[src/sv/sfld_pkg.sv]
// Shared types, codes and constants for the fixed-length SLIP receive deframer.
package sfld_pkg;

    // Field widths
    localparam int FUNC_W   = 2;
    localparam int BYTE_W   = 8;
    localparam int LEN_W    = 8;
    localparam int TICK_W   = 16;
    localparam int STATUS_W = 2;
    localparam int PHASE_W  = 3;
    localparam int CFG_IDX_W  = 2;
    localparam int CFG_DATA_W = 16;

    // Item function codes
    localparam logic [FUNC_W-1:0] FN_START = 2'd0;
    localparam logic [FUNC_W-1:0] FN_BYTE  = 2'd1;
    localparam logic [FUNC_W-1:0] FN_TICK  = 2'd2;
    localparam logic [FUNC_W-1:0] FN_NONE  = 2'd3;

    // Result status codes
    localparam logic [STATUS_W-1:0] ST_DATA    = 2'd0;
    localparam logic [STATUS_W-1:0] ST_DONE    = 2'd1;
    localparam logic [STATUS_W-1:0] ST_TIMEOUT = 2'd2;
    localparam logic [STATUS_W-1:0] ST_CORRUPT = 2'd3;

    // Receive phases
    localparam logic [PHASE_W-1:0] PH_IDLE    = 3'd0;
    localparam logic [PHASE_W-1:0] PH_OPEN    = 3'd1;
    localparam logic [PHASE_W-1:0] PH_PAYLOAD = 3'd2;
    localparam logic [PHASE_W-1:0] PH_ESCAPE  = 3'd3;
    localparam logic [PHASE_W-1:0] PH_CLOSE   = 3'd4;

    // Configuration register indexes
    localparam logic [CFG_IDX_W-1:0] REG_PAYLOAD_LENGTH   = 2'd0;
    localparam logic [CFG_IDX_W-1:0] REG_FIRST_BYTE_LIMIT = 2'd1;
    localparam logic [CFG_IDX_W-1:0] REG_BYTE_GAP_LIMIT   = 2'd2;

    // Configuration reset values
    localparam logic [LEN_W-1:0]  RST_PAYLOAD_LENGTH   = 8'd1;
    localparam logic [TICK_W-1:0] RST_FIRST_BYTE_LIMIT = 16'd1000;
    localparam logic [TICK_W-1:0] RST_BYTE_GAP_LIMIT   = 16'd100;

    // SLIP special bytes
    localparam logic [BYTE_W-1:0] SLIP_END     = 8'hC0;
    localparam logic [BYTE_W-1:0] SLIP_ESC     = 8'hDB;
    localparam logic [BYTE_W-1:0] SLIP_ESC_END = 8'hDC;
    localparam logic [BYTE_W-1:0] SLIP_ESC_ESC = 8'hDD;

    typedef struct packed {
        logic [LEN_W-1:0]  payload_length;
        logic [TICK_W-1:0] first_byte_limit;
        logic [TICK_W-1:0] byte_gap_limit;
    } t_cfg;

    typedef struct packed {
        logic [PHASE_W-1:0] phase;
        logic [LEN_W-1:0]   bytes_done;
        logic [TICK_W-1:0]  wait_ticks;
    } t_state;

    typedef struct packed {
        logic                found;
        logic [STATUS_W-1:0] status;
        logic [BYTE_W-1:0]   data_byte;
        logic [LEN_W-1:0]    byte_index;
    } t_result;

endpackage

[src/sv/sfld_step.sv]
// Next-state and result logic of the deframer for one input beat.
module sfld_step (
    input  sfld_pkg::t_cfg                    i_cfg,
    input  sfld_pkg::t_state                  i_state,
    input  logic [sfld_pkg::FUNC_W-1:0]       i_func,
    input  logic [sfld_pkg::BYTE_W-1:0]       i_rx_byte,
    output sfld_pkg::t_state                  o_state,
    output sfld_pkg::t_result                 o_result
);
    import sfld_pkg::*;

    logic [TICK_W:0]     wait_inc;
    logic [TICK_W-1:0]   limit;
    logic [LEN_W-1:0]    bytes_inc;
    logic                deliver;
    logic [BYTE_W-1:0]   deliver_val;

    assign wait_inc  = {1'b0, i_state.wait_ticks} + {{TICK_W{1'b0}}, 1'b1};
    assign bytes_inc = i_state.bytes_done + {{(LEN_W-1){1'b0}}, 1'b1};
    // Before the opening byte the response limit applies, later the gap limit
    assign limit     = (i_state.phase == PH_OPEN) ? i_cfg.first_byte_limit
                                                  : i_cfg.byte_gap_limit;

    always_comb begin
        o_state     = i_state;
        o_result    = '0;
        deliver     = 1'b0;
        deliver_val = '0;

        if (i_func == FN_START) begin
            // (Re-)arm; any frame in progress is dropped
            o_state.phase      = PH_OPEN;
            o_state.bytes_done = '0;
            o_state.wait_ticks = '0;
        end else if (i_state.phase != PH_IDLE) begin
            unique case (i_func)
                FN_TICK: begin
                    o_state.wait_ticks = wait_inc[TICK_W-1:0];
                    if (wait_inc >= {1'b0, limit}) begin
                        o_state.phase      = PH_IDLE;
                        o_state.wait_ticks = '0;
                        o_result.found     = 1'b1;
                        o_result.status    = ST_TIMEOUT;
                    end
                end
                FN_BYTE: begin
                    o_state.wait_ticks = '0;
                    unique case (i_state.phase)
                        PH_OPEN: begin
                            // Opening delimiter, not checked
                            o_state.bytes_done = '0;
                            o_state.phase = (i_cfg.payload_length == '0) ? PH_CLOSE
                                                                         : PH_PAYLOAD;
                        end
                        PH_PAYLOAD: begin
                            if (i_rx_byte == SLIP_ESC) begin
                                o_state.phase = PH_ESCAPE;
                            end else begin
                                deliver     = 1'b1;
                                deliver_val = i_rx_byte;
                            end
                        end
                        PH_ESCAPE: begin
                            if (i_rx_byte == SLIP_ESC_END) begin
                                deliver     = 1'b1;
                                deliver_val = SLIP_END;
                            end else if (i_rx_byte == SLIP_ESC_ESC) begin
                                deliver     = 1'b1;
                                deliver_val = SLIP_ESC;
                            end else begin
                                o_state.phase   = PH_IDLE;
                                o_result.found  = 1'b1;
                                o_result.status = ST_CORRUPT;
                            end
                        end
                        PH_CLOSE: begin
                            // Closing delimiter, not checked
                            o_state.phase   = PH_IDLE;
                            o_result.found  = 1'b1;
                            o_result.status = ST_DONE;
                        end
                        default: begin
                            o_state.phase = PH_IDLE;
                        end
                    endcase
                end
                default: begin
                end
            endcase
        end

        // Hand out one decoded payload byte
        if (deliver) begin
            o_result.found      = 1'b1;
            o_result.status     = ST_DATA;
            o_result.data_byte  = deliver_val;
            o_result.byte_index = i_state.bytes_done;
            o_state.bytes_done  = bytes_inc;
            o_state.phase = (bytes_inc >= i_cfg.payload_length) ? PH_CLOSE : PH_PAYLOAD;
        end
    end

endmodule

[src/sv/slip_fixed_length_deframer.sv]
// Fixed-length SLIP receive deframer, top level.
//
// Input channel (i_in_valid / o_in_stall) carries one beat per start, received
// byte or timer tick, selected by i_func. A start arms the block; the first byte
// is the opening delimiter, then payload_length decoded bytes come out with
// status data, then the closing byte gives status done. A bad escape gives
// status corrupt; reaching a tick limit gives status timeout. Starts, escapes,
// delimiters without result, and beats while idle give no result.
// Output channel (o_out_valid / i_out_stall) carries status, byte and index.
// Configuration channel (i_cfg_valid / o_cfg_ready) writes registers at any time
// and is always ready; index 3 is ignored.
// A beat taken into the input register is decoded combinationally from it and,
// once it can advance, its result, if any, is loaded into the output register.
// Throughput: one beat per cycle while the receiver does not stall the output.
// When the receiver stalls, the result holds and at most one further beat is
// still taken into the input register before o_in_stall rises.
// Reset clears the registers to their defaults, the phase to idle and both
// channel registers to empty.
module slip_fixed_length_deframer (
    input  logic                                i_clk,
    input  logic                                i_rst_n,
    // input channel
    input  logic                                i_in_valid,
    output logic                                o_in_stall,
    input  logic [sfld_pkg::FUNC_W-1:0]         i_func,
    input  logic [sfld_pkg::BYTE_W-1:0]         i_rx_byte,
    // output channel
    output logic                                o_out_valid,
    input  logic                                i_out_stall,
    output logic [sfld_pkg::STATUS_W-1:0]       o_status,
    output logic [sfld_pkg::BYTE_W-1:0]         o_data_byte,
    output logic [sfld_pkg::LEN_W-1:0]          o_byte_index,
    // configuration channel
    input  logic                                i_cfg_valid,
    output logic                                o_cfg_ready,
    input  logic [sfld_pkg::CFG_IDX_W-1:0]      i_cfg_index,
    input  logic [sfld_pkg::CFG_DATA_W-1:0]     i_cfg_data
);
    import sfld_pkg::*;

    t_cfg                r_cfg;
    t_state              r_state;
    t_state              n_state;
    t_result             n_result;
    t_result             r_out;
    logic                r_out_valid;
    logic                r_in_valid;
    logic [FUNC_W-1:0]   r_in_func;
    logic [BYTE_W-1:0]   r_in_byte;
    logic                advance;
    logic                in_take;

    // Pipeline control
    assign advance    = r_in_valid && (!r_out_valid || !i_out_stall);
    assign o_in_stall = r_in_valid && !advance;
    assign in_take    = i_in_valid && !o_in_stall;

    // Configuration registers
    assign o_cfg_ready = 1'b1;
    always_ff @(posedge i_clk) begin
        if (!i_rst_n) begin
            r_cfg.payload_length   <= RST_PAYLOAD_LENGTH;
            r_cfg.first_byte_limit <= RST_FIRST_BYTE_LIMIT;
            r_cfg.byte_gap_limit   <= RST_BYTE_GAP_LIMIT;
        end else if (i_cfg_valid && o_cfg_ready) begin
            unique case (i_cfg_index)
                REG_PAYLOAD_LENGTH:   r_cfg.payload_length   <= i_cfg_data[LEN_W-1:0];
                REG_FIRST_BYTE_LIMIT: r_cfg.first_byte_limit <= i_cfg_data[TICK_W-1:0];
                REG_BYTE_GAP_LIMIT:   r_cfg.byte_gap_limit   <= i_cfg_data[TICK_W-1:0];
                default: begin
                end
            endcase
        end
    end

    // Input register
    always_ff @(posedge i_clk) begin
        if (!i_rst_n) begin
            r_in_valid <= 1'b0;
        end else if (in_take) begin
            r_in_valid <= 1'b1;
        end else if (advance) begin
            r_in_valid <= 1'b0;
        end
    end

    always_ff @(posedge i_clk) begin
        if (in_take) begin
            r_in_func <= i_func;
            r_in_byte <= i_rx_byte;
        end
    end

    // Decode step
    sfld_step u_step (
        .i_cfg     (r_cfg),
        .i_state   (r_state),
        .i_func    (r_in_func),
        .i_rx_byte (r_in_byte),
        .o_state   (n_state),
        .o_result  (n_result)
    );

    // Deframer state
    always_ff @(posedge i_clk) begin
        if (!i_rst_n) begin
            r_state.phase      <= PH_IDLE;
            r_state.bytes_done <= '0;
            r_state.wait_ticks <= '0;
        end else if (advance) begin
            r_state <= n_state;
        end
    end

    // Result register
    always_ff @(posedge i_clk) begin
        if (!i_rst_n) begin
            r_out_valid <= 1'b0;
        end else if (advance && n_result.found) begin
            r_out_valid <= 1'b1;
        end else if (!i_out_stall) begin
            r_out_valid <= 1'b0;
        end
    end

    always_ff @(posedge i_clk) begin
        if (advance && n_result.found) begin
            r_out <= n_result;
        end
    end

    assign o_out_valid  = r_out_valid;
    assign o_status     = r_out.status;
    assign o_data_byte  = r_out.data_byte;
    assign o_byte_index = r_out.byte_index;

    // Checks
    a_phase_legal: assert property (@(posedge i_clk) disable iff (!i_rst_n)
        r_state.phase <= PH_CLOSE)
        else $error("deframer phase out of range");

    a_nondata_zero: assert property (@(posedge i_clk) disable iff (!i_rst_n)
        o_out_valid && o_status != ST_DATA |-> o_data_byte == '0 && o_byte_index == '0)
        else $error("non-data result carries byte or index");

    a_end_goes_idle: assert property (@(posedge i_clk) disable iff (!i_rst_n)
        advance && n_result.found && n_result.status != ST_DATA
        |=> r_state.phase == PH_IDLE)
        else $error("frame end did not return to idle");

    a_stall_needs_item: assert property (@(posedge i_clk) disable iff (!i_rst_n)
        o_in_stall |-> r_in_valid && r_out_valid)
        else $error("input stalled with nothing pending");

    a_no_result_loss: assert property (@(posedge i_clk) disable iff (!i_rst_n)
        advance && n_result.found |=> o_out_valid)
        else $error("decoded result dropped");

endmodule
[config.mk]
export PLATFORM = sky130hd
export DESIGN_NAME = slip_fixed_length_deframer
export DESIGN_NICKNAME = d
export VERILOG_FILES = /design/src/sv/sfld_pkg.sv /design/src/sv/sfld_step.sv /design/src/sv/slip_fixed_length_deframer.sv
export SDC_FILE = /design/constraint.sdc
export NUM_CORES = 1
export LEC_CHECK = 0
export CAP_MARGIN = 20
export CORE_ASPECT_RATIO = 1.4
export CORE_MARGIN = 1
export CORE_UTILIZATION = 50
export CTS_CLUSTER_DIAMETER = 120
export DETAILED_ROUTE_END_ITERATION = 8
export DONT_BUFFER_PORTS = 1
export PLACE_DENSITY = 0.68
export SYNTH_ARGS = -nofsm -noshare
export SYNTH_HDL_FRONTEND = slang
export SYNTH_SLANG_ARGS = --single-unit
[constraint.sdc]
create_clock -name i_clk -period 10.95 [get_ports i_clk]
set_clock_uncertainty 0.1 [all_clocks]
set_input_delay 2.19 -clock i_clk [delete_from_list [all_inputs] [get_ports i_clk]]
set_output_delay 2.19 -clock i_clk [all_outputs]
set_load 0.005 [all_outputs]
After elaboration in Yosys (flattened, before gate mapping)
Index checks and enable logic that the tools add are counted.
{ "totals": {"regBits": 97, "in_bits": 33, "n_memories": 0, "rom_bits": 0, "out_inout_bits": 21, "latchBits": 0, "wordCells": 106, "ram_bits": 0} }
{ "classes": {"eq_ne": 16, "n_reduce_logical": 28, "n_bitwise": 3, "add_sub_neg": 2, "magnitude_cmp": 2, "n_div": 0, "multipliers": 0, "n_mux": 42, "shifts": 0} }
{ "ops": {"columns": ["cell", "n"], "rows": [
  ["two-way mux 8 bit", 8],
  ["two-way mux 27 bit", 2],
  ["two-way mux 3 bit", 11],
  ["two-way mux 16 bit", 2],
  ["one-hot mux 16 bit (2 select lines)", 1],
  ["== test 8 bit (second input constant)", 3],
  ["two-way mux 19 bit", 1],
  ["one-hot mux 3 bit (2 select lines)", 3],
  ["adder 16 x 1 -> 17 bit (second input constant)", 1],
  ["greater-or-equal comparator 17 x 16 -> 1 bit", 1],
  ["one-hot mux 8 bit (2 select lines)", 1],
  ["nonzero test 3 bit", 5],
  ["two-way mux 11 bit", 1],
  ["two-way mux 1 bit", 10],
  ["inequality test 5 x 3 -> 1 bit (second input constant)", 2],
  ["one-hot mux 3 bit (3 select lines)", 1],
  ["adder 8 x 1 -> 8 bit (second input constant)", 1],
  ["greater-or-equal comparator 8 bit", 1],
  ["zero test 8 bit", 1],
  ["AND reduction 7 bit", 1],
  ["== test 3 x 2 -> 1 bit (second input constant)", 2],
  ["AND reduction 2 bit", 3],
  ["inequality test 5 x 2 -> 1 bit (second input constant)", 1],
  ["== test 2 x 1 -> 1 bit (second input constant)", 2],
  ["other kinds (17)", 28]
]} }

Longest topological paths before layout
{ "depth": {"depth_word": 10, "mapped_depth": 15, "ltp_nobuf": 14} }

Hierarchy
From an unflattened synthesis, not the netlist that was laid out.
{ "hier_totals": {"hier_cells": 612, "area_unflattened_um2": 5661.7} }
{ "modules_own_cells": {"columns": ["mod", "seq_area_each_um2", "area_per_inst_um2", "cells_each", "instances"], "rows": [
  ["slip_fixed_length_deframer", 2222.1, 3622.2, 319, 1],
  ["sfld_step", 0.0, 2039.5, 293, 1]
]} }

Least setup slack after synthesis
No wires, ideal clock.
{ "synth_timing": {"kind": "input to output", "startpoint": "input port i_out_stall", "endpoint": "output port o_in_stall", "n_path_buf": 0, "setup_slack_ns": 6.282, "arrival_ns": 2.378, "path_stages": 1, "required_time_ns": 8.660, "path_cell_list": "and3_1"} }
{ "synth_between": {"elab_chain_cells": 5} }
{ "synth_lines": {"columns": ["element", "line_no", "rtl"], "rows": [
  ["start: declaration", "slip_fixed_length_deframer.sv:29", "input logic i_out_stall,"],
  ["zero test 1 bit", null, null],
  ["logical OR 1 bit", "slip_fixed_length_deframer.sv:54", "assign advance = r_in_valid && (!r_out_valid || !i_out_stall);"],
  ["logical AND 1 bit", "slip_fixed_length_deframer.sv:54", null],
  ["zero test 1 bit", "slip_fixed_length_deframer.sv:55", "assign o_in_stall = r_in_valid && !advance;"],
  ["logical AND 1 bit", "slip_fixed_length_deframer.sv:55", null],
  ["end: declaration", "slip_fixed_length_deframer.sv:24", "output logic o_in_stall,"]
]} }
Every way passes these cells.

Worst setup path after layout
Ends and elaborated chain as after synthesis.

==> summary.txt <==
port buffer count = 0
Critical path buffers and inverters = 0
max frequency = 214 MHz
Seq pwr share = 0.512
Worst Setup End Kind = output pin
GRT overflow = 0
Final Net Count = 594
post-cts sizing count = 0
Setup Fix Bufs, Post-CTS = 0
worst vdd rail ir drop = 0.106 mV
drt first-iter violations = 139
worst rel slew slack = 0.398
actual slew at the worst max-slew pin = 0.902 ns
Routed Antenna Nets = 0
first-pass GRT wire length = 16600 um
CP arrival = 2.39 ns
Clock Pin Slew Worst Setup and Hold Paths = 0.07 ns
Async SR Flop Fraction = 0
Worst Setup SP = i_out_stall
fin crit period = 4.68 ns
Startpoint Class = input port
setup violators final = 0
P_leak = 2.04 nW
CP cell instances = and3_1
GRT Total Usage = 0.204
Final Hold Violating Endpoints = 0
DR WL/cell = 15.1 um
Post-Syn Area per Cell = 9.41 um^2
total power = 0.000747 W
register area share after synthesis = 0.435
Mapped Area = 0.00511 mm^2
CP required = 8.66 ns
GP Congestion = 0.833
switching share of power = 0.219
worst skew pair latency = 0.35 ns
fin area = 0.00550 mm^2
Comb pwr share = 0.047
Synth warnings = 0
hold_buf cts = 0
Tcrit/Tclk final = 0.428
largest net degree at the start of global routing = 82
setup TNS = 0 ns
post-synthesis cell count = 543
Slew Limit Fails = 0
P_int = 0.000583 W
Psw = 0.000164 W
drt drc = 0
die width = 87.4 um
initial antenna violation count = 0
Worst path top cell family by delay = simple AND/OR/NAND/NOR gates
Crit Path Max Fanout = 3
Via density = 5.63
Post-DP Area = 0.00519 mm^2
Hold WC Path Type = reg2reg
Post-Syn Nets = 606
CTS Buf Count = 9
Synth cell types = 66
RSZ-0062 raised after global routing = false
CORE AREA = 0.00990 mm^2
I/O pins = 54
CP max stage cell = and3_1
EDFF count, synth = 28
die area = 0.0106 mm^2
Max-Cap Viols = 0
Power Dens Cells = 136 mW/mm^2
power share of the clock group = 0.441
hold path start = r_cfg[1]$_SDFFE_PN0P_
estimated wirelength of the detail-placed design = 7210 um
diode count = 0
clk buf depth = 2
FF-to-FF Start = r_state[0]$_SDFFE_PN0P_
Sinks on Clock Net = 97
Initial Util = 0.516
share of cells above drive strength 1 = 0.0690
Post-Route WL = 10100 um
Area growth syn-to-layout = 7.72%
CTS tree = done
CTS H-tree lvls = 3
via count = 3776
r2r setup slk = 7.05 ns
crit-path max cell delay = 0.20 ns
most used flip-flop cell after synthesis = dfxtp_1
DR pass1 iterations = 5
status = completed
vias in the first global route = 3622
Root Driver = clkbuf_16
row cnt = 43
number of synthesized register bits = 97
critical path type = in2out
Die H = 122 um
-- layer usage --
layer | part of all wire | vias up | GRT usage
li1 | - | 1893 | -
met1 | 0.40 | 1773 | 0.216
met5 | 0 | - | 0
met2 | 0.53 | 82 | 0.366
met3 | 0.026 | 28 | 0.0291
met4 | 0.048 | 0 | 0.138
-- logic make-up (layout without fill, tap and decap cells) --
kind of cell / after synthesis / in the layout / synth area share
fa+ha+maj: 30 / 30 / 0.0735
other cells: 1 / 1 / 0.000734
simple gates: 227 / 227 / 0.234
buf+inv: 42 / 35 / 0.0348
compound gates: 105 / 105 / 0.146
flops: 97 / 97 / 0.435
xor+xnor: 20 / 20 / 0.0343
mux: 21 / 21 / 0.0414
-- registers in the layout, indices dropped and copies added (netlist names) --
name,cells
r_in_valid,1
o_byte_index,8
r_in_func,2
r_cfg,40
o_data_byte,8
r_state,27
o_status,2
r_in_byte,8
o_out_valid,1
-- worst register-to-register path: stages, from the launching register on --
cell,delay (ns)
dfxtp_1,0.44
ha_1,0.29
nand2_1,0.11
nor2_4,0.18
nand2_1,0.19
nor2_1,0.16
xor2_1,0.30
ha_1,0.32
a21oi_1,0.13
o21ai_0,0.11
a21oi_1,0.29
o311ai_4,0.19
nor3_4,0.66
and2_1,0.25
a32o_1,0.13
-- placed cells by master (no fill, tap or decap), types with 9 or more instances in the layout --
| cell type | n |
|---|---|
| a21boi_0 | 26 |
| dfxtp_1 | 69 |
| a21oi_1 | 19 |
| inv_1 | 17 |
| nand3_1 | 24 |
| edfxtp_1 | 28 |
| mux2i_1 | 20 |
| o21ai_0 | 15 |
| xnor2_1 | 13 |
| clkbuf_16 | 10 |
| nor2b_1 | 21 |
| nand3b_1 | 9 |
| nand2_1 | 93 |
| and2_1 | 14 |
| nor2_1 | 21 |
| a22oi_1 | 9 |
| ha_1 | 30 |
-- synthesized netlist by cell type (3+ instances only) --
cell type / n / share of area
nor3b_1: 4 / 0.0059
and3_1: 7 / 0.0086
buf_2: 4 / 0.0039
a22oi_1: 9 / 0.013
o21ai_0: 16 / 0.016
o31ai_1: 3 / 0.0044
or3_1: 3 / 0.0037
and3b_1: 3 / 0.0051
xnor2_1: 13 / 0.022
nor2b_1: 21 / 0.026
clkbuf_1: 17 / 0.012
dfxtp_1: 69 / 0.27
nand3b_1: 9 / 0.013
nand4_1: 6 / 0.0074
nor2_1: 21 / 0.015
and2_1: 14 / 0.017
ha_1: 30 / 0.073
a21boi_0: 26 / 0.038
o211ai_1: 3 / 0.0044
nand3_1: 24 / 0.024
inv_1: 16 / 0.012
a21oi_1: 19 / 0.019
mux2i_1: 20 / 0.039
nor3_1: 3 / 0.0029
a31oi_1: 7 / 0.0086
xor2_1: 7 / 0.012
nand2_1: 93 / 0.068
a21boi_1: 3 / 0.0044
edfxtp_1: 28 / 0.16
nor4_1: 3 / 0.0037
-- stage by stage --
stage          worst slack, ns  utilization  hold WS [ns]  instances
6_report                  6.27        0.556         0.361        671
3_5_place_dp              6.27        0.524         0.355        655
2_1_floorplan             6.28            -         0.340        543
4_1_cts                   6.27        0.556         0.364        671
3_3_place_gp              6.28        0.524         0.348        655
5_1_grt                   6.25        0.556         0.381        671
-- power by group through the flow --
| stage | logic, W | registers (W) | clock network (W) |
|---|---|---|---|
| 5_1_grt | 0.0000393 | 0.000384 | 0.000348 |
| 4_1_cts | 0.0000353 | 0.000383 | 0.000336 |
| 3_5_place_dp | 0.0000351 | 0.000391 | 0 |
| 6_report | 0.0000349 | 0.000383 | 0.000330 |
| 2_1_floorplan | 0.0000314 | 0.000389 | 0 |
| 3_3_place_gp | 0.0000339 | 0.000390 | 0 |
-- layout make-up --
type                       instances  area, um^2
fill                             904        4400
timing repair buffer               3        22.5
sequential                        97        2220
tap                              135         169
inverter                          16        60.1
multi-input combinational        404        2710
clock inverter                     6        65.1
clock buffer                      10         250
-- worst paths after layout --
| check | end | cells past startpoint |
|---|---|---|
| max | o_in_stall | 1 |
| min | r_cfg[1]$_SDFFE_PN0P_ | 2 |
| max reg2reg | r_state[3]$_SDFFE_PN0P_ | 14 |
| min reg2reg | r_cfg[1]$_SDFFE_PN0P_ | 2 |
Note: power is estimated with default switching activity, not from simulation.
